## config.mk

```make
export PLATFORM = sky130hd
export DESIGN_NAME = json_string_unescape_to_utf8
export DESIGN_NICKNAME = d
export VERILOG_FILES = /design/src/jsu_pkg.sv /design/src/jsu_front.sv /design/src/jsu_queue.sv /design/src/jsu_back.sv /design/src/json_string_unescape_to_utf8.sv
export SDC_FILE = /design/constraint.sdc
export NUM_CORES = 1
export LEC_CHECK = 0
export BUFFER_PORTS_ARGS = -buffer_cell sky130_fd_sc_hd__buf_4
export CORE_ASPECT_RATIO = 1.5
export CORE_MARGIN = 1
export CORE_UTILIZATION = 40
export DETAILED_ROUTE_END_ITERATION = 8
export PLACE_DENSITY = 0.68
export RECOVER_POWER = 50
export SETUP_SLACK_MARGIN = 0.4
export SKIP_LAST_GASP = 1
export SLEW_MARGIN = 30
export SYNTH_ARGS = -nofsm -noshare
export SYNTH_HDL_FRONTEND = slang
export SYNTH_HIERARCHICAL = 1
export SYNTH_SLANG_ARGS = --single-unit
export TNS_END_PERCENT = 5
```

## constraint.sdc

```tcl
create_clock -name aclk -period 6.3 [get_ports aclk]
set_input_delay 1.26 -clock aclk [delete_from_list [all_inputs] [get_ports aclk]]
set_output_delay 1.26 -clock aclk [all_outputs]
set_load 0.03 [all_outputs]
```

## src/jsu_pkg.sv

```systemverilog
// Shared types, constants and helper functions of the JSON string unescaper.
`default_nettype none

package jsu_pkg;

    // Parser phase, one-hot
    typedef enum logic [7:0] {
        PH_IDLE   = 8'b0000_0001,
        PH_STR    = 8'b0000_0010,
        PH_ESC    = 8'b0000_0100,
        PH_HEX1   = 8'b0000_1000,
        PH_WANTBS = 8'b0001_0000,
        PH_WANTU  = 8'b0010_0000,
        PH_HEX2   = 8'b0100_0000,
        PH_BADHEX = 8'b1000_0000
    } phase_t;

    // Result kinds
    localparam logic [1:0] KIND_DATA  = 2'd0;
    localparam logic [1:0] KIND_CLOSE = 2'd1;
    localparam logic [1:0] KIND_ERROR = 2'd2;

    // Status codes
    localparam logic [3:0] ST_NONE     = 4'd0;
    localparam logic [3:0] ST_NOQUOTE  = 4'd1;
    localparam logic [3:0] ST_CONTROL  = 4'd2;
    localparam logic [3:0] ST_INCESC   = 4'd3;
    localparam logic [3:0] ST_BADESC   = 4'd4;
    localparam logic [3:0] ST_INCUNI   = 4'd5;
    localparam logic [3:0] ST_BADHEX   = 4'd6;
    localparam logic [3:0] ST_MISSLOW  = 4'd7;
    localparam logic [3:0] ST_BADLOW   = 4'd8;
    localparam logic [3:0] ST_LONELOW  = 4'd9;
    localparam logic [3:0] ST_UNTERM   = 4'd10;

    // Characters of interest
    localparam logic [7:0] CH_SPACE  = 8'h20;
    localparam logic [7:0] CH_TAB    = 8'h09;
    localparam logic [7:0] CH_CR     = 8'h0D;
    localparam logic [7:0] CH_LF     = 8'h0A;
    localparam logic [7:0] CH_QUOTE  = 8'h22;
    localparam logic [7:0] CH_BSLASH = 8'h5C;
    localparam logic [7:0] CH_SLASH  = 8'h2F;
    localparam logic [7:0] CH_B      = 8'h62;
    localparam logic [7:0] CH_F      = 8'h66;
    localparam logic [7:0] CH_N      = 8'h6E;
    localparam logic [7:0] CH_R      = 8'h72;
    localparam logic [7:0] CH_T      = 8'h74;
    localparam logic [7:0] CH_U      = 8'h75;
    localparam logic [7:0] CH_BS_CTL = 8'h08;
    localparam logic [7:0] CH_FF_CTL = 8'h0C;

    // Surrogate ranges
    localparam logic [15:0] HIGH_FIRST = 16'hD800;
    localparam logic [15:0] HIGH_LAST  = 16'hDBFF;
    localparam logic [15:0] LOW_FIRST  = 16'hDC00;
    localparam logic [15:0] LOW_LAST   = 16'hDFFF;

    // Work descriptor from the front end to the output sequencer
    typedef struct packed {
        logic [3:0][7:0] data;        // UTF-8 bytes, first in entry 0
        logic [2:0]      n_data;      // 0 to 4 data bytes
        logic            has_tail;    // a close or error result follows
        logic [1:0]      tail_kind;
        logic [3:0]      tail_status;
    } desc_t;

    typedef struct packed {
        logic [3:0][7:0] data;
        logic [2:0]      len;
    } utf8_t;

    // Hex digit value; bit 4 set when the byte is no hex digit
    function automatic logic [4:0] hex_digit(input logic [7:0] b);
        logic [4:0] d;
        d = 5'h10;
        if (b >= 8'h30 && b <= 8'h39) d = 5'(b - 8'h30);
        else if (b >= 8'h61 && b <= 8'h66) d = 5'(b - 8'h57);
        else if (b >= 8'h41 && b <= 8'h46) d = 5'(b - 8'h37);
        return d;
    endfunction

    // Encode a code point as 1 to 4 UTF-8 bytes
    function automatic utf8_t utf8_encode(input logic [20:0] cp);
        utf8_t r;
        r.data = '0;
        if (cp <= 21'h7F) begin
            r.len = 3'd1;
            r.data[0] = cp[7:0];
        end else if (cp <= 21'h7FF) begin
            r.len = 3'd2;
            r.data[0] = {3'b110, cp[10:6]};
            r.data[1] = {2'b10, cp[5:0]};
        end else if (cp <= 21'hFFFF) begin
            r.len = 3'd3;
            r.data[0] = {4'b1110, cp[15:12]};
            r.data[1] = {2'b10, cp[11:6]};
            r.data[2] = {2'b10, cp[5:0]};
        end else begin
            r.len = 3'd4;
            r.data[0] = {5'b11110, cp[20:18]};
            r.data[1] = {2'b10, cp[17:12]};
            r.data[2] = {2'b10, cp[11:6]};
            r.data[3] = {2'b10, cp[5:0]};
        end
        return r;
    endfunction

endpackage

`default_nettype wire

```

## src/jsu_front.sv

```systemverilog
// Front end: parses one byte per cycle unless q_full; one descriptor per byte with results.
`default_nettype none

module jsu_front
    import jsu_pkg::*;
(
    input  wire logic       aclk,
    input  wire logic       aresetn,
    input  wire logic       in_valid,
    output logic            in_ready,
    input  wire logic [7:0] in_byte,
    input  wire logic       in_end,
    input  wire logic       q_full,
    output logic            q_push,
    output desc_t           q_desc
);

    phase_t      phase_reg, phase_next;
    logic [2:0]  cnt_reg, cnt_next;
    logic [15:0] val_reg, val_next;
    logic [9:0]  hi_reg, hi_next;

    logic        accept;
    logic        cp_en;
    logic        raw_en;
    logic [20:0] cp_val;
    logic        tail;
    logic [1:0]  tail_kind;
    logic [3:0]  tail_status;
    logic [4:0]  dig;
    logic [15:0] hv;
    logic [2:0]  cnt_inc;
    utf8_t       enc;

    assign in_ready = !q_full;
    assign accept   = in_valid && in_ready;
    assign cnt_inc  = cnt_reg + 3'd1;
    assign hv       = {val_reg[11:0], dig[3:0]};

    // Decode the byte against the current phase
    always_comb begin
        phase_next  = phase_reg;
        cnt_next    = cnt_reg;
        val_next    = val_reg;
        hi_next     = hi_reg;
        cp_en       = 1'b0;
        raw_en      = 1'b0;
        cp_val      = '0;
        tail        = 1'b0;
        tail_kind   = KIND_ERROR;
        tail_status = ST_NONE;
        dig         = (phase_reg == PH_BADHEX) ? 5'h10 : hex_digit(in_byte);

        unique case (phase_reg)
            PH_IDLE: begin
                if (in_byte == CH_SPACE || in_byte == CH_TAB ||
                    in_byte == CH_CR || in_byte == CH_LF) begin
                    if (in_end) begin
                        tail = 1'b1;
                        tail_status = ST_NOQUOTE;
                    end
                end else if (in_byte == CH_QUOTE) begin
                    phase_next = PH_STR;
                    if (in_end) begin
                        tail = 1'b1;
                        tail_status = ST_UNTERM;
                        phase_next = PH_IDLE;
                    end
                end else begin
                    tail = 1'b1;
                    tail_status = ST_NOQUOTE;
                end
            end
            PH_STR: begin
                if (in_byte == CH_QUOTE) begin
                    tail = 1'b1;
                    tail_kind = KIND_CLOSE;
                    phase_next = PH_IDLE;
                end else if (in_byte < CH_SPACE) begin
                    tail = 1'b1;
                    tail_status = ST_CONTROL;
                    phase_next = PH_IDLE;
                end else if (in_byte == CH_BSLASH) begin
                    if (in_end) begin
                        tail = 1'b1;
                        tail_status = ST_INCESC;
                        phase_next = PH_IDLE;
                    end else begin
                        phase_next = PH_ESC;
                    end
                end else begin
                    // Plain text bytes, including 0x80 and above, pass unchanged
                    raw_en = 1'b1;
                    if (in_end) begin
                        tail = 1'b1;
                        tail_status = ST_UNTERM;
                        phase_next = PH_IDLE;
                    end
                end
            end
            PH_ESC: begin
                phase_next = PH_STR;
                priority case (in_byte)
                    CH_QUOTE, CH_BSLASH, CH_SLASH: begin
                        cp_en = 1'b1;
                        cp_val = 21'(in_byte);
                    end
                    CH_B: begin cp_en = 1'b1; cp_val = 21'(CH_BS_CTL); end
                    CH_F: begin cp_en = 1'b1; cp_val = 21'(CH_FF_CTL); end
                    CH_N: begin cp_en = 1'b1; cp_val = 21'(CH_LF); end
                    CH_R: begin cp_en = 1'b1; cp_val = 21'(CH_CR); end
                    CH_T: begin cp_en = 1'b1; cp_val = 21'(CH_TAB); end
                    CH_U: begin
                        phase_next = PH_HEX1;
                        cnt_next = '0;
                        val_next = '0;
                        if (in_end) begin
                            tail = 1'b1;
                            tail_status = ST_INCUNI;
                            phase_next = PH_IDLE;
                        end
                    end
                    default: begin
                        tail = 1'b1;
                        tail_status = ST_BADESC;
                        phase_next = PH_IDLE;
                    end
                endcase
                if (cp_en && in_end) begin
                    tail = 1'b1;
                    tail_status = ST_UNTERM;
                    phase_next = PH_IDLE;
                end
            end
            PH_HEX1, PH_HEX2, PH_BADHEX: begin
                if (dig[4]) begin
                    // Not a digit: consume the remaining slots, then report
                    if (cnt_reg >= 3'd3) begin
                        tail = 1'b1;
                        tail_status = ST_BADHEX;
                        phase_next = PH_IDLE;
                    end else if (in_end) begin
                        tail = 1'b1;
                        tail_status = ST_INCUNI;
                        phase_next = PH_IDLE;
                    end else begin
                        cnt_next = cnt_inc;
                        phase_next = PH_BADHEX;
                    end
                end else begin
                    val_next = hv;
                    cnt_next = cnt_inc;
                    if (cnt_inc < 3'd4) begin
                        if (in_end) begin
                            tail = 1'b1;
                            tail_status = ST_INCUNI;
                            phase_next = PH_IDLE;
                        end
                    end else if (phase_reg == PH_HEX1) begin
                        if (hv >= HIGH_FIRST && hv <= HIGH_LAST) begin
                            hi_next = hv[9:0];
                            if (in_end) begin
                                tail = 1'b1;
                                tail_status = ST_MISSLOW;
                                phase_next = PH_IDLE;
                            end else begin
                                phase_next = PH_WANTBS;
                            end
                        end else if (hv >= LOW_FIRST && hv <= LOW_LAST) begin
                            tail = 1'b1;
                            tail_status = ST_LONELOW;
                            phase_next = PH_IDLE;
                        end else begin
                            cp_en = 1'b1;
                            cp_val = 21'(hv);
                            phase_next = PH_STR;
                        end
                    end else begin
                        if (hv < LOW_FIRST || hv > LOW_LAST) begin
                            tail = 1'b1;
                            tail_status = ST_BADLOW;
                            phase_next = PH_IDLE;
                        end else begin
                            cp_en = 1'b1;
                            cp_val = {11'(hi_reg) + 11'd64, hv[9:0]};
                            phase_next = PH_STR;
                        end
                    end
                    if (cp_en && in_end) begin
                        tail = 1'b1;
                        tail_status = ST_UNTERM;
                        phase_next = PH_IDLE;
                    end
                end
            end
            PH_WANTBS: begin
                if (in_byte == CH_BSLASH && !in_end) begin
                    phase_next = PH_WANTU;
                end else begin
                    tail = 1'b1;
                    tail_status = ST_MISSLOW;
                    phase_next = PH_IDLE;
                end
            end
            PH_WANTU: begin
                if (in_byte != CH_U) begin
                    tail = 1'b1;
                    tail_status = ST_MISSLOW;
                    phase_next = PH_IDLE;
                end else if (in_end) begin
                    tail = 1'b1;
                    tail_status = ST_INCUNI;
                    phase_next = PH_IDLE;
                end else begin
                    phase_next = PH_HEX2;
                    cnt_next = '0;
                    val_next = '0;
                end
            end
            default: begin
                phase_next = PH_IDLE;
            end
        endcase
    end

    // Build the descriptor
    always_comb begin
        enc = utf8_encode(cp_val);
        q_desc.data        = raw_en ? {24'h000000, in_byte} : enc.data;
        q_desc.n_data      = raw_en ? 3'd1 : (cp_en ? enc.len : 3'd0);
        q_desc.has_tail    = tail;
        q_desc.tail_kind   = tail_kind;
        q_desc.tail_status = (tail_kind == KIND_ERROR) ? tail_status : ST_NONE;
    end

    assign q_push = accept && (cp_en || raw_en || tail);

    // Advance parser state on each accepted byte
    always_ff @(posedge aclk) begin
        if (!aresetn) begin
            phase_reg <= PH_IDLE;
            cnt_reg   <= '0;
            val_reg   <= '0;
            hi_reg    <= '0;
        end else if (accept) begin
            phase_reg <= phase_next;
            cnt_reg   <= cnt_next;
            val_reg   <= val_next;
            hi_reg    <= hi_next;
        end
    end

endmodule

`default_nettype wire

```

## src/jsu_queue.sv

```systemverilog
// Two-entry descriptor queue between the front end and the output sequencer.
`default_nettype none

module jsu_queue
    import jsu_pkg::*;
(
    input  wire logic  aclk,
    input  wire logic  aresetn,
    input  wire logic  push,
    input  wire desc_t push_desc,
    output logic       full,
    input  wire logic  pop,
    output logic       head_valid,
    output desc_t      head_desc
);

    desc_t      entry_reg [2];
    logic       wr_ptr_reg, wr_ptr_next;
    logic       rd_ptr_reg, rd_ptr_next;
    logic [1:0] count_reg, count_next;

    assign full       = (count_reg == 2'd2);
    assign head_valid = (count_reg != 2'd0);
    assign head_desc  = entry_reg[rd_ptr_reg];

    // Pointer and fill updates
    always_comb begin
        wr_ptr_next = push ? !wr_ptr_reg : wr_ptr_reg;
        rd_ptr_next = pop ? !rd_ptr_reg : rd_ptr_reg;
        count_next  = count_reg + 2'(push) - 2'(pop);
    end

    always_ff @(posedge aclk) begin
        if (!aresetn) begin
            wr_ptr_reg <= 1'b0;
            rd_ptr_reg <= 1'b0;
            count_reg  <= '0;
        end else begin
            wr_ptr_reg <= wr_ptr_next;
            rd_ptr_reg <= rd_ptr_next;
            count_reg  <= count_next;
        end
    end

    // Store descriptors
    always_ff @(posedge aclk) begin
        if (push) begin
            entry_reg[wr_ptr_reg] <= push_desc;
        end
    end

endmodule

`default_nettype wire

```

## src/jsu_back.sv

```systemverilog
// Output sequencer: expands each descriptor into results, one per cycle while the output is taken.
`default_nettype none

module jsu_back
    import jsu_pkg::*;
(
    input  wire logic  aclk,
    input  wire logic  aresetn,
    input  wire logic  head_valid,
    input  wire desc_t head_desc,
    output logic       pop,
    output logic       out_valid,
    input  wire logic  out_ready,
    output logic [7:0] out_byte,
    output logic [1:0] out_kind,
    output logic [3:0] out_status,
    output logic       out_last
);

    logic [2:0] idx_reg, idx_next;
    logic       valid_reg, valid_next;
    logic [7:0] byte_reg, byte_next;
    logic [1:0] kind_reg, kind_next;
    logic [3:0] status_reg, status_next;
    logic       last_reg, last_next;
    logic       load;
    logic       is_last;
    logic [2:0] total;

    assign total   = head_desc.n_data + 3'(head_desc.has_tail);
    assign is_last = (idx_reg == total - 3'd1);
    assign load    = head_valid && (!valid_reg || out_ready);
    assign pop     = load && is_last;

    // Select the next result of the head descriptor
    always_comb begin
        valid_next  = valid_reg && !out_ready;
        idx_next    = idx_reg;
        byte_next   = byte_reg;
        kind_next   = kind_reg;
        status_next = status_reg;
        last_next   = last_reg;
        if (load) begin
            valid_next = 1'b1;
            last_next  = is_last;
            idx_next   = is_last ? 3'd0 : idx_reg + 3'd1;
            if (idx_reg < head_desc.n_data) begin
                byte_next   = head_desc.data[idx_reg[1:0]];
                kind_next   = KIND_DATA;
                status_next = ST_NONE;
            end else begin
                byte_next   = 8'h00;
                kind_next   = head_desc.tail_kind;
                status_next = head_desc.tail_status;
            end
        end
    end

    always_ff @(posedge aclk) begin
        if (!aresetn) begin
            valid_reg <= 1'b0;
            idx_reg   <= '0;
        end else begin
            valid_reg <= valid_next;
            idx_reg   <= idx_next;
        end
    end

    // Hold the payload until taken
    always_ff @(posedge aclk) begin
        byte_reg   <= byte_next;
        kind_reg   <= kind_next;
        status_reg <= status_next;
        last_reg   <= last_next;
    end

    assign out_valid  = valid_reg;
    assign out_byte   = byte_reg;
    assign out_kind   = kind_reg;
    assign out_status = status_reg;
    assign out_last   = last_reg;

endmodule

`default_nettype wire

```

## src/json_string_unescape_to_utf8.sv

```systemverilog
// Top level of the JSON string unescaper with UTF-8 output.
//
//  Channel | Dir | tdata          | tuser                    | tlast
//  s_      | in  | [7:0] in_byte  | -                        | in_end
//  m_      | out | [7:0] out_byte | [1:0] kind, [5:2] status | run_end
//
// The front end takes one text byte per cycle and turns it into at most one
// descriptor; the sequencer sends one result per cycle while m_tready is high,
// so a code point of n UTF-8 bytes plus a close or error result gives n + 1
// results. The two-entry descriptor queue absorbs short bursts; input stalls
// only when it is full. Reset (aresetn low, synchronous) returns to idle and
// empties the queue and output register.
`default_nettype none

module json_string_unescape_to_utf8
    import jsu_pkg::*;
(
    input  wire logic       aclk,
    input  wire logic       aresetn,
    input  wire logic       s_tvalid,
    output logic            s_tready,
    input  wire logic [7:0] s_tdata,   // [7:0] in_byte
    input  wire logic       s_tlast,
    output logic            m_tvalid,
    input  wire logic       m_tready,
    output logic [7:0]      m_tdata,   // [7:0] out_byte
    output logic [5:0]      m_tuser,   // [1:0] kind, [5:2] status
    output logic            m_tlast
);

    logic  q_full;
    logic  q_push;
    desc_t q_desc;
    logic  q_pop;
    logic  q_head_valid;
    desc_t q_head;
    logic [1:0] out_kind;
    logic [3:0] out_status;

    jsu_front u_front (
        .aclk     (aclk),
        .aresetn  (aresetn),
        .in_valid (s_tvalid),
        .in_ready (s_tready),
        .in_byte  (s_tdata),
        .in_end   (s_tlast),
        .q_full   (q_full),
        .q_push   (q_push),
        .q_desc   (q_desc)
    );

    jsu_queue u_queue (
        .aclk       (aclk),
        .aresetn    (aresetn),
        .push       (q_push),
        .push_desc  (q_desc),
        .full       (q_full),
        .pop        (q_pop),
        .head_valid (q_head_valid),
        .head_desc  (q_head)
    );

    jsu_back u_back (
        .aclk       (aclk),
        .aresetn    (aresetn),
        .head_valid (q_head_valid),
        .head_desc  (q_head),
        .pop        (q_pop),
        .out_valid  (m_tvalid),
        .out_ready  (m_tready),
        .out_byte   (m_tdata),
        .out_kind   (out_kind),
        .out_status (out_status),
        .out_last   (m_tlast)
    );

    assign m_tuser = {out_status, out_kind};

endmodule

`default_nettype wire

```

---- Word-level counts from Yosys, hierarchy flattened ----
Memory sizes are Yosys's and may differ from the RTL's. A register that Yosys moved wholly into a read port is not among the register bits.
Index checks and enable logic that the tools add are counted.
word-level totals
  flip-flop bits (word level) ............. 56
  memory bits (writable) .................. 84
  bits of input ports ..................... 13
  memories kept ........................... 1
operators by class
  $add $sub $neg .......................... 10
  order comparisons ....................... 20
  eq/ne operators ......................... 33
  mux-type cells .......................... 125
  bitwise logic cells ..................... 2
  reductions and logical operators ........ 35
memory list
  name               depth  bits a word  rd ports  clocked after memory_dff  wr ports  line             RTL
  u_queue.entry_reg  2      42           1         1                         1         jsu_queue.sv:17  desc_t entry_reg [2];
operators by type and width
  kind                                                                      count
  8-bit two-way mux                                                         17
  21-bit two-way mux                                                        5
  8-bit one-hot mux with 6 select lines                                     2
  4-bit two-way mux                                                         17
  8-bit by 7-bit equality test with 1-bit output (second input constant)    8
  12-bit two-way mux                                                        4
  3-bit two-way mux                                                         14
  21-bit one-hot mux with 2 select lines                                    1
  1-bit two-way mux                                                         36
  12-bit one-hot mux with 3 select lines                                    1
  8-bit by 4-bit equality test with 1-bit output (second input constant)    4
  8-bit by 6-bit equality test with 1-bit output (second input constant)    4
  16-bit >= comparator (second input constant)                              2
  16-bit <= comparator (second input constant)                              2
  16-bit two-way mux                                                        2
  32-bit two-way mux                                                        1
  25-bit two-way mux                                                        1
  5-bit two-way mux                                                         5
  24-bit two-way mux                                                        1
  4-bit one-hot mux with 6 select lines                                     1
  21-bit by 11-bit <= comparator with 1-bit output (second input constant)  1
  21-bit by 16-bit <= comparator with 1-bit output (second input constant)  1
  21-bit by 7-bit <= comparator with 1-bit output (second input constant)   1
  19-bit two-way mux                                                        1
  other kinds (50)                                                          93

---- Depth between registers and ports, before layout ----
Gate-level depths: netlist of run 1.
  depth in word-level cells ............... 22
  gate-level depth with buffers ........... 14

---- Cells and area by module ----
The synthesis of run 1 kept the hierarchy.
modules (own cells, without submodules)
  module     instances  cells each  area an instance (µm²)  seq. area each (µm²)
  jsu_queue  1          152         3464.6                  2622.5
  jsu_front  1          480         3379.5                  660.6
  jsu_back   1          78          1071.0                  530.5

---- Worst setup path after synthesis of run 1 ----
Ideal clock, no wire load.
  path type ............................... input-to-reg
  from .................................... input port s_tdata[3]
  to ...................................... memory u_queue/entry_reg[0][0] (netlist bit), enable pin
  data arrival time ....................... 4.957 ns
  data required time ...................... 5.852 ns
  slack ................................... 0.896 ns
  cell stages on the path ................. 10
  path through ............................ buf_2 -> or3b_1 -> nor4_2 -> o211a_1 -> buf_4 -> nand3_4 -> clkbuf_1 -> nand3_1 -> o21a_1 -> nor2b_1
between the ends
  word-level cells in the longest chain between the ends .. 22
ends and longest elaborated chain
  item                                                                                                                     line                                RTL
  from (decl)                                                                                                              json_string_unescape_to_utf8.sv:22  input wire logic [7:0] s_tdata,
  8-bit by 7-bit >= comparator with 1-bit output / 8-bit by 7-bit <= comparator with 1-bit output (equally long branches)  jsu_pkg.sv:79                       else if (b >= 8'h41 && b <= 8'h46) d = 5'(b - 8'h37);
  1-bit logical AND                                                                                                        jsu_pkg.sv:79
  5-bit two-way mux                                                                                                        jsu_pkg.sv:79
  5-bit two-way mux                                                                                                        jsu_pkg.sv:78                       else if (b >= 8'h61 && b <= 8'h66) d = 5'(b - 8'h57);
  5-bit two-way mux                                                                                                        jsu_pkg.sv:77                       if (b >= 8'h30 && b <= 8'h39) d = 5'(b - 8'h30);
  5-bit two-way mux                                                                                                        jsu_front.sv:52                     dig = (phase_reg == PH_BADHEX) ? 5'h10 : hex_digit(in_byte);
  16-bit >= comparator / 16-bit <= comparator (equally long branches)                                                      jsu_front.sv:169                    end else if (hv >= LOW_FIRST && hv <= LOW_LAST) begin
  1-bit logical AND                                                                                                        jsu_front.sv:169
  [... 7 more ...]                                                                                                         --
  1-bit two-way mux                                                                                                        jsu_front.sv:189                    if (cp_en && in_end) begin
  1-bit two-way mux                                                                                                        jsu_front.sv:136                    if (dig[4]) begin
  1-bit one-hot mux with 6 select lines                                                                                    jsu_front.sv:54                     unique case (phase_reg)
  1-bit logical OR *                                                                                                       jsu_front.sv:236                    assign q_push = accept && (cp_en || raw_en || tail);
  1-bit logical AND *                                                                                                      jsu_front.sv:236
  named net q_push                                                                                                         json_string_unescape_to_utf8.sv:32  logic q_push;
  1-bit two-way mux *                                                                                                      jsu_queue.sv:47                     if (push) begin
  1-bit two-way mux (not written as such) *                                                                                jsu_queue.sv:48                     entry_reg[wr_ptr_reg] <= push_desc;
  to (decl)                                                                                                                jsu_queue.sv:17
The timed path passes the listed nets; every way through them passes the cells marked *. The select of a mux whose other input is x is not followed.

==> results of run 1 <==
-- final cells by class --
class,count,area share [%]
timing repair buffer,35,2.12
tap,256,3.69
clock inverter,14,1.80
clock buffer,18,4.94
inverter,28,1.21
sequential,141,43.9
multi-input combinational,499,42.3
-- metal layers --
| metal | GRT usage, % | up-vias | part of all wire [%] |
|---|---|---|---|
| li1 | - | 2662 | - |
| met1 | 20.8 | 2733 | 38 |
| met2 | 34.7 | 191 | 54 |
| met3 | 3.42 | 50 | 4.0 |
| met4 | 9.76 | 0 | 4.1 |
| met5 | 0 | - | 0 |
-- cells in the final DEF, fill, tap and decap left out, types with 4 or more instances in the layout --
cell         n
edfxtp_1    99
nor2_1      56
nand2_1     45
dfxtp_1     42
mux2_4      39
nor2b_1     33
a21oi_1     32
inv_1       28
o21ai_0     24
clkbuf_1    22
nand3_1     22
clkbuf_16   17
mux2i_1     17
nor3_1      16
ha_1        14
buf_4       13
nor4_1      11
a22o_1       9
nand4_1      8
mux4_2       8
nand2b_1     7
xor2_1       7
and2_1       7
and3_1       7
or3_1        7
o211ai_1     7
xnor2_1      6
nand3b_1     6
o31ai_1      6
a31oi_1      6
inv_6        5
clkinvlp_4   5
and2_0       5
a21boi_0     5
o21a_1       5
a21o_1       4
or2_2        4
o32ai_1      4
o22ai_1      4
-- power by group --
part	internal, W	leakage [nW]	switching [W]
Combinational	0.000294	1.56	0.000357
Sequential	0.00116	1.28	0.0000751
Clock	0.000590	0.270	0.000406
Total	0.00204	3.11	0.000838
-- worst reg2reg max path: stages, from the launching register on --
cell and delay (ps):
dfxtp_1 1180, clkbuf_1 1280, mux2_1 470, xnor2_1 210, xnor2_1 140, nor3_1 470
ha_1 330, inv_1 70, ha_1 150, xnor3_1 390, nor2b_1 100
-- cells by family after synthesis --
family	Yosys count
AND/OR/NAND/NOR	265
flip-flops	141
AO/OA/AOI/OAI	135
buffers and inverters	72
multiplexers	68
adder cells (fa/ha/maj)	14
XOR/XNOR	14
other	1
-- worst paths after layout --
check,endpoint,cells past startpoint,slack (ps),start
worst max-delay path,u_queue/entry_reg[0][21],12,1370,s_tdata[0]
worst min-delay path,u_front/val_reg[8],2,490,u_front/val_reg[8]
worst max register to register,u_queue/count_reg[1],10,1440,flop
worst min register to register,u_front/val_reg[8],2,490,u_front/val_reg[8]
-- stage by stage --
step / instance area, um2 / util, % / setup WS, ps
4_1_cts: 8810 / 45.8 / 2110
5_1_grt: 8690 / 45.2 / 995
2_1_floorplan: 7920 / - / 896
6_report: 8690 / 45.2 / 1370
3_3_place_gp: 8220 / 42.7 / 1740
3_5_place_dp: 8220 / 42.7 / 1690
==> results.json, run 1 <==
{
  "finalPower_w": 0.00288,
  "initial_core_util_pct": 41.1,
  "synth_adder_area_share_pct": 2.21,
  "areaGrowthSynthToFinish_pct": 9.75,
  "clk_pin_slew_worst_paths_ps": 60,
  "dp.cells": 959,
  "hold_viol_final": 0,
  "ios": 30,
  "grt_pass1_vias": 5537,
  "hold_class": "reg -> reg",
  "slowest_delay_ps": 950,
  "setup_tns_ps": 0,
  "synth-main-ff-cell": "edfxtp_1",
  "routed_wl_um": 18500,
  "synth_edf_count": 99,
  "dr.pass1.iters": 6,
  "critPathTopFamily": "compound AO/OA/AOI/OAI gates",
  "fin_crit_sh_pct": 78.3,
  "syn_area_um2": 7920,
  "grt_util_all_layers_pct": 19.2,
  "p_leak_nw": 3.11,
  "synthArstFlopShare_pct": 0,
  "holdBufCountCts": 0,
  "drt_iter0_drc": 425,
  "fp.dieH_um": 174,
  "multi_input_area_um2": 3680,
  "yosysTopAreaCell": "edfxtp_1",
  "port_buffers": 29,
  "clock-sinks": 141,
  "violations": "max-capacitance violations, max-slew violations",
  "synth_mux_area_share_pct": 12.4,
  "regArea_um2": 3810,
  "clock_path_buffers": 2,
  "die_x_um": 117,
  "clockRootBuffer": "clkbuf_16",
  "fill_cells": 1881,
  "cp_max_fo": 23,
  "drc": 0,
  "crit_chain": "clkbuf_1 > inv_1 > ha_1 > o21bai_1 > a21oi_1 > o211ai_1 > buf_4 > or2_0 > inv_1 > a21oi_1 > inv_1 > o32ai_1",
  "cts_setup_buffers": 0,
  "fmax_ghz": 0.203,
  "ir_drop_mv": 0.199,
  "powerDensity_nw_per_um2": 331,
  "synth_top_area_share_pct": 37.6,
  "core_um2": 19200,
  "drv_slew": 68,
  "crit_path_end_kind": "flop",
  "synth_compound_area_share_pct": 11.7,
  "drive_above_1_share_pct": 15.2,
  "period_needed_ps": 4930,
  "setup_viol": 0,
  "ys_ff_latch": 141,
  "syn-mean-instance-area_um2": 11.1,
  "nNetsFinal": 749,
  "wl_per_cell_um": 18.7,
  "cts_buffers": 17,
  "synthSimpleGateAreaFrac_pct": 18.6,
  "grt_max_degree": 43,
  "dpl.hpwl_um": 13500,
  "gp_congestion": 0.946,
  "rsz0062_at_grt": "false",
  "crit_required_ps": 6500,
  "skew_ps": 11.8,
  "drtAntennaViolNets": 0,
  "tritoncts": "done",
  "cts_resized": 0,
  "ys_seq_area_share_pct": 48.2,
  "antenna_found_initial": 0,
  "yosys_warnings": 6,
  "synth_commonest_cells": "99 x edfxtp_1, 56 x nor2_1, 45 x nand2_1",
  "slew_headroom_pct": -20.5,
  "critPathLaunchType": "input pin",
  "crit_arrival_ps": 5130,
  "critPathKind": "in -> reg",
  "synthTopCellsByArea": "edfxtp_1 38%, dfxtp_1 11%, mux2_4 7.6%, nor2_1 2.7%, nor2b_1 2.6%",
  "cpMostUsedCell": "inv_1",
  "die_area_um2": 20400,
  "rows": 62,
  "critPathBufInv": 5,
  "status": "finished, violations left",
  "grt.overflow.total": 0,
  "grt_pass1_wl_um": 29400,
  "whs_ps": 495,
  "via_count": 5636,
  "n_antenna_cell": 0,
  "htreeDepth": 4,
  "instances_no_fill": 991,
  "ys_types": 85,
  "synth_top_family_by_area": "simple AND/OR/NAND/NOR gates",
  "synthXorXnorAreaFrac_pct": 1.82,
  "via_per_inst": 5.69,
  "insertion_delay_ps": 420,
  "largest_reg_flops": 84,
  "cpMaxStageDelayCell": "or2_0",
  "maxCapViolations": 3,
  "worstMarginPinSlew_ps": 1780,
  "synth.most_common_cell": "edfxtp_1",
  "netlist_instances": 710
}
No activity file was read; power rests on OpenSTA's default activity.
==> run 2: changes to the inputs <==
- PLACE_DENSITY: 0.68 -> 0.7
- clock period: 6.3 -> 4.2 ns (I/O delays scaled with it)
==> results.json, run 2 (synthesis gave the netlist of run 1 again) <==
{
  "status": "completed",
  "drv_slew": 0,
  "nNetsFinal": 765,
  "rows": 62,
  "grt.overflow.total": 0,
  "gp_congestion": 0.918,
  "drtAntennaViolNets": 0,
  "whs_ps": 499,
  "die_area_um2": 20400,
  "clk_pin_slew_worst_paths_ps": 60,
  "fmax_ghz": 0.271,
  "crit_arrival_ps": 3870,
  "stdcell_area_um2": 8840,
  "skew_ps": 8.44,
  "crit_path_start": "u_front/phase_reg[3]",
  "fin_crit_sh_pct": 88.0,
  "slowest_delay_ps": 640,
  "via_count": 5622,
  "slew_headroom_pct": 5.41,
  "grt_util_all_layers_pct": 19.8,
  "crit_path_end_kind": "flop",
  "fill_cells": 1827,
  "crit_chain": "nor3b_1 > nand3_1 > mux2_1 > and3_1 > buf_4 > a21oi_1 > inv_1 > o32ai_1",
  "initial_core_util_pct": 41.1,
  "areaGrowthSynthToFinish_pct": 11.7,
  "worstMarginPinSlew_ps": 1420,
  "setup_viol": 0,
  "dr.pass1.iters": 6,
  "n_antenna_cell": 0,
  "die_x_um": 117,
  "powerDensity_nw_per_um2": 482,
  "path_depth": 8,
  "largest_reg_flops": 84,
  "clock-sinks": 141,
  "regArea_um2": 3810,
  "port_buffers": 29,
  "hold_class": "reg -> reg",
  "drive_above_1_share_pct": 16.2,
  "holdBufCountCts": 0,
  "dp.cells": 975,
  "via_per_inst": 5.58,
  "hold_depth": 2,
  "multi_input_area_um2": 3690,
  "ir_drop_mv": 0.262,
  "instances_no_fill": 1007,
  "tritoncts": "done",
  "setup_tns_ps": 0,
  "cts_setup_buffers": 0,
  "core_um2": 19200,
  "cpMaxStageDelayCell": "mux2_1",
  "critPathTopFamily": "simple AND/OR/NAND/NOR gates",
  "cts_buffers": 17,
  "grt_max_degree": 36,
  "maxCapViolations": 0,
  "r2r-start": "u_front/phase_reg[3]",
  "hold_viol_final": 0,
  "final_common_cell": "edfxtp_1",
  "rsz0062_at_grt": "false",
  "cts_resized": 0,
  "critPathLaunchType": "flop",
  "clock_path_buffers": 2,
  "insertion_delay_ps": 420,
  "antenna_found_initial": 0,
  "grt_pass1_vias": 5696,
  "layout_common_cells": "99 x edfxtp_1, 56 x nor2_1, 45 x nand2_1",
  "cp_max_fo": 15,
  "routed_wl_um": 18700,
  "p_leak_nw": 3.21,
  "grt_pass1_wl_um": 30000,
  "ios": 30,
  "placed_cell_area_um2": 8400,
  "critPathBufInv": 2,
  "crit_required_ps": 4380,
  "wl_per_cell_um": 18.6,
  "period_needed_ps": 3690,
  "final_core_utilization_pct": 46.0,
  "holdCritStartpoint": "u_front/val_reg[7]",
  "dpl.hpwl_um": 13900,
  "r2r_slack_ps": 510,
  "drt_iter0_drc": 339,
  "critPathKind": "reg -> reg",
  "worst-r2r-cell-count": 8,
  "htreeDepth": 4,
  "clockRootBuffer": "clkbuf_16",
  "drc": 0,
  "fp.dieH_um": 174
}
run 2: stage by stage:
stage / power [W] / worst slack, ps
detailed placement: 0.00296 / 334
global route: 0.00447 / 297
CTS: 0.00441 / 748
global placement: 0.00294 / 391
finish: 0.00426 / 505
floorplan: 0.00272 / 156
run 2: layout make-up:
| cell class | count | share of cell area [%] |
|---|---|---|
| Multi-Input combinational cell | 499 | 41.8 |
| Timing Repair Buffer | 51 | 3.89 |
| Inverter | 28 | 1.19 |
| Tap cell | 256 | 3.62 |
| Clock inverter | 14 | 1.53 |
| Clock buffer | 18 | 4.85 |
| Sequential cell | 141 | 43.1 |
run 2: worst register-to-register path: stages (launching register included):
cell     delay, ps
dfxtp_1        490
nor3b_1        420
nand3_1        630
mux2_1         650
and3_1         230
buf_4          170
a21oi_1        250
inv_1          150
o32ai_1        450
run 2: layer usage:
metal  part of all wire [%]  up-vias  wire (um)  track usage (%)
met3                    3.4       64        627             3.52
met4                    6.2        0       1150             13.6
met1                     37     2690       6950             20.3
met5                      0        -          0                0
li1                       -     2699          -                -
met2                     53      169       9970             35.5
run 2: path summary, 6_finish.rpt:
path | endpoint
worst max register to register | u_queue/entry_reg[0][21]
worst min-delay path | u_front/val_reg[7]
worst min register to register | u_front/val_reg[7]
worst max-delay path | u_queue/entry_reg[0][21]
run 2: power breakdown:
part	internal [W]	total (W)	switching, W
combinational	0.000446	0.00100	0.000558
clock	0.000826	0.00144	0.000613
sequential	0.00173	0.00182	0.0000828
==> run 3: changes to the inputs <==
- CTS_BUF_LIST: not set -> sky130_fd_sc_hd__clkbuf_16
==> results.json, run 3 (synthesis gave the netlist of run 1 again) <==
{
  "insertion_delay_ps": 420,
  "setup_tns_ps": 0,
  "ios": 30,
  "grt_util_all_layers_pct": 19.8,
  "p_leak_nw": 3.21,
  "hold_class": "reg -> reg",
  "fp.dieH_um": 174,
  "nNetsFinal": 765,
  "highest_layer": "met4",
  "drc": 0,
  "drv_slew": 0,
  "critPathKind": "reg -> reg",
  "clock-sinks": 141,
  "grt_pass1_vias": 5696,
  "r2r_slack_ps": 500,
  "wl_met2_um": 9960,
  "initial_core_util_pct": 41.1,
  "powerDensity_nw_per_um2": 482,
  "min_to": "u_front/val_reg[7]",
  "fill_cells": 1827,
  "rr_endpoint": "u_queue/entry_reg[0][21]",
  "final_common_cell": "edfxtp_1",
  "wl_met3_um": 652,
  "crit_arrival_ps": 3870,
  "antenna_found_initial": 0,
  "crit_path_end_kind": "flop",
  "via_per_inst": 5.58,
  "largest_reg_flops": 84,
  "grt.overflow.total": 0,
  "regArea_um2": 3810,
  "cts_buffers": 17,
  "critPathLaunchType": "flop",
  "areaGrowthSynthToFinish_pct": 11.7,
  "cts_setup_buffers": 0,
  "via_count": 5621,
  "layout_common_cells": "99 x edfxtp_1, 56 x nor2_1, 45 x nand2_1",
  "wirelength_met1_um": 6950,
  "holdBufCountCts": 0,
  "setup_viol": 0,
  "crit_required_ps": 4370,
  "whs_ps": 499,
  "gp_congestion": 0.918,
  "skew_ps": 8.82,
  "cts_resized": 0,
  "placed_cell_area_um2": 8400,
  "rsz0062_at_grt": "false",
  "die_area_um2": 20400,
  "stdcell_area_um2": 8840,
  "dr.pass1.iters": 5,
  "die_x_um": 117,
  "port_buffers": 29,
  "drtAntennaViolNets": 0,
  "drive_above_1_share_pct": 16.2,
  "hold_viol_final": 0,
  "clk_pin_slew_worst_paths_ps": 60,
  "clock_path_buffers": 2,
  "fmax_ghz": 0.270,
  "dpl.hpwl_um": 13900,
  "ir_drop_mv": 0.262,
  "tritoncts": "done",
  "grt_pass1_wl_um": 30000,
  "worstMarginPinSlew_ps": 1420,
  "period_needed_ps": 3700,
  "core_um2": 19200,
  "multi_input_area_um2": 3690,
  "cp_max_fo": 15,
  "drt_iter0_drc": 340,
  "r2r-start": "u_front/phase_reg[3]",
  "maxCapViolations": 0,
  "grt_max_degree": 36,
  "n_antenna_cell": 0,
  "htreeDepth": 4,
  "worst-r2r-cell-count": 8,
  "fin_crit_sh_pct": 88.1,
  "holdCritStartpoint": "u_front/val_reg[7]",
  "slew_headroom_pct": 5.34,
  "status": "completed",
  "wl_per_cell_um": 18.6,
  "hold_depth": 2,
  "clockRootBuffer": "clkbuf_16",
  "routed_wl_um": 18700,
  "rows": 62
}
[run 3: changes by cell type in the layout (fill, tap and decap cells not counted), sizes merged]
| cell | before | now |
|---|---|---|
| inv | 34 | 35 |
| clkbuf | 43 | 42 |
[run 3: per-layer routing]
layer	global-route usage (%)	vias to the layer above
li1	-	2699
met1	20.3	2687
met2	35.5	171
met3	3.52	64
met4	13.6	0
met5	0	-
[run 3: metrics by stage]
stage	std cells	power, W	utilization [%]	worst slack [ps]
after global placement	975	0.00294	43.6	391
after floorplan	712	0.00272	-	156
after global routing	1007	0.00447	46.0	298
after detailed placement	975	0.00296	43.7	334
after CTS	1007	0.00440	46.6	748
final	1007	0.00426	46.0	501
[run 3: power by group]
| part | internal (W) | leakage (nW) | total [W] | switching (W) |
|---|---|---|---|---|
| Combinational | 0.000446 | 1.66 | 0.00100 | 0.000559 |
| Clock | 0.000824 | 0.276 | 0.00144 | 0.000613 |
| Sequential | 0.00173 | 1.28 | 0.00182 | 0.0000829 |
[run 3: cell type report]
type,instances,share of cell area (%)
clock buffers,17,4.81
clock inverters,15,1.57
inverters,28,1.19
multi-input cells,499,41.8
flip-flops and latches,141,43.1
well taps,256,3.62
repair buffers,51,3.89
[run 3: critical path, cell delays in order (launching register included)]
cell	delay, ps
dfxtp_1	490
nor3b_1	420
nand3_1	630
mux2_1	640
and3_1	230
buf_4	170
a21oi_1	250
inv_1	150
o32ai_1	450
[run 3: worst max-delay path by stage]
stage / from / end / slack (ps) / depth (start not counted)
2_1_floorplan: s_tdata[3] / u_queue/entry_reg[1][0] / 160 / 10
4_1_cts: s_tdata[3] / u_queue/entry_reg[0][37] / 750 / 10
5_1_grt: u_front/phase_reg[3] / u_queue/entry_reg[0][21] / 300 / 8
3_5_place_dp: s_tdata[3] / u_queue/entry_reg[0][37] / 330 / 10
6_report: u_front/phase_reg[3] / u_queue/entry_reg[0][21] / 500 / 8
3_3_place_gp: s_tdata[3] / u_queue/entry_reg[0][30] / 390 / 9
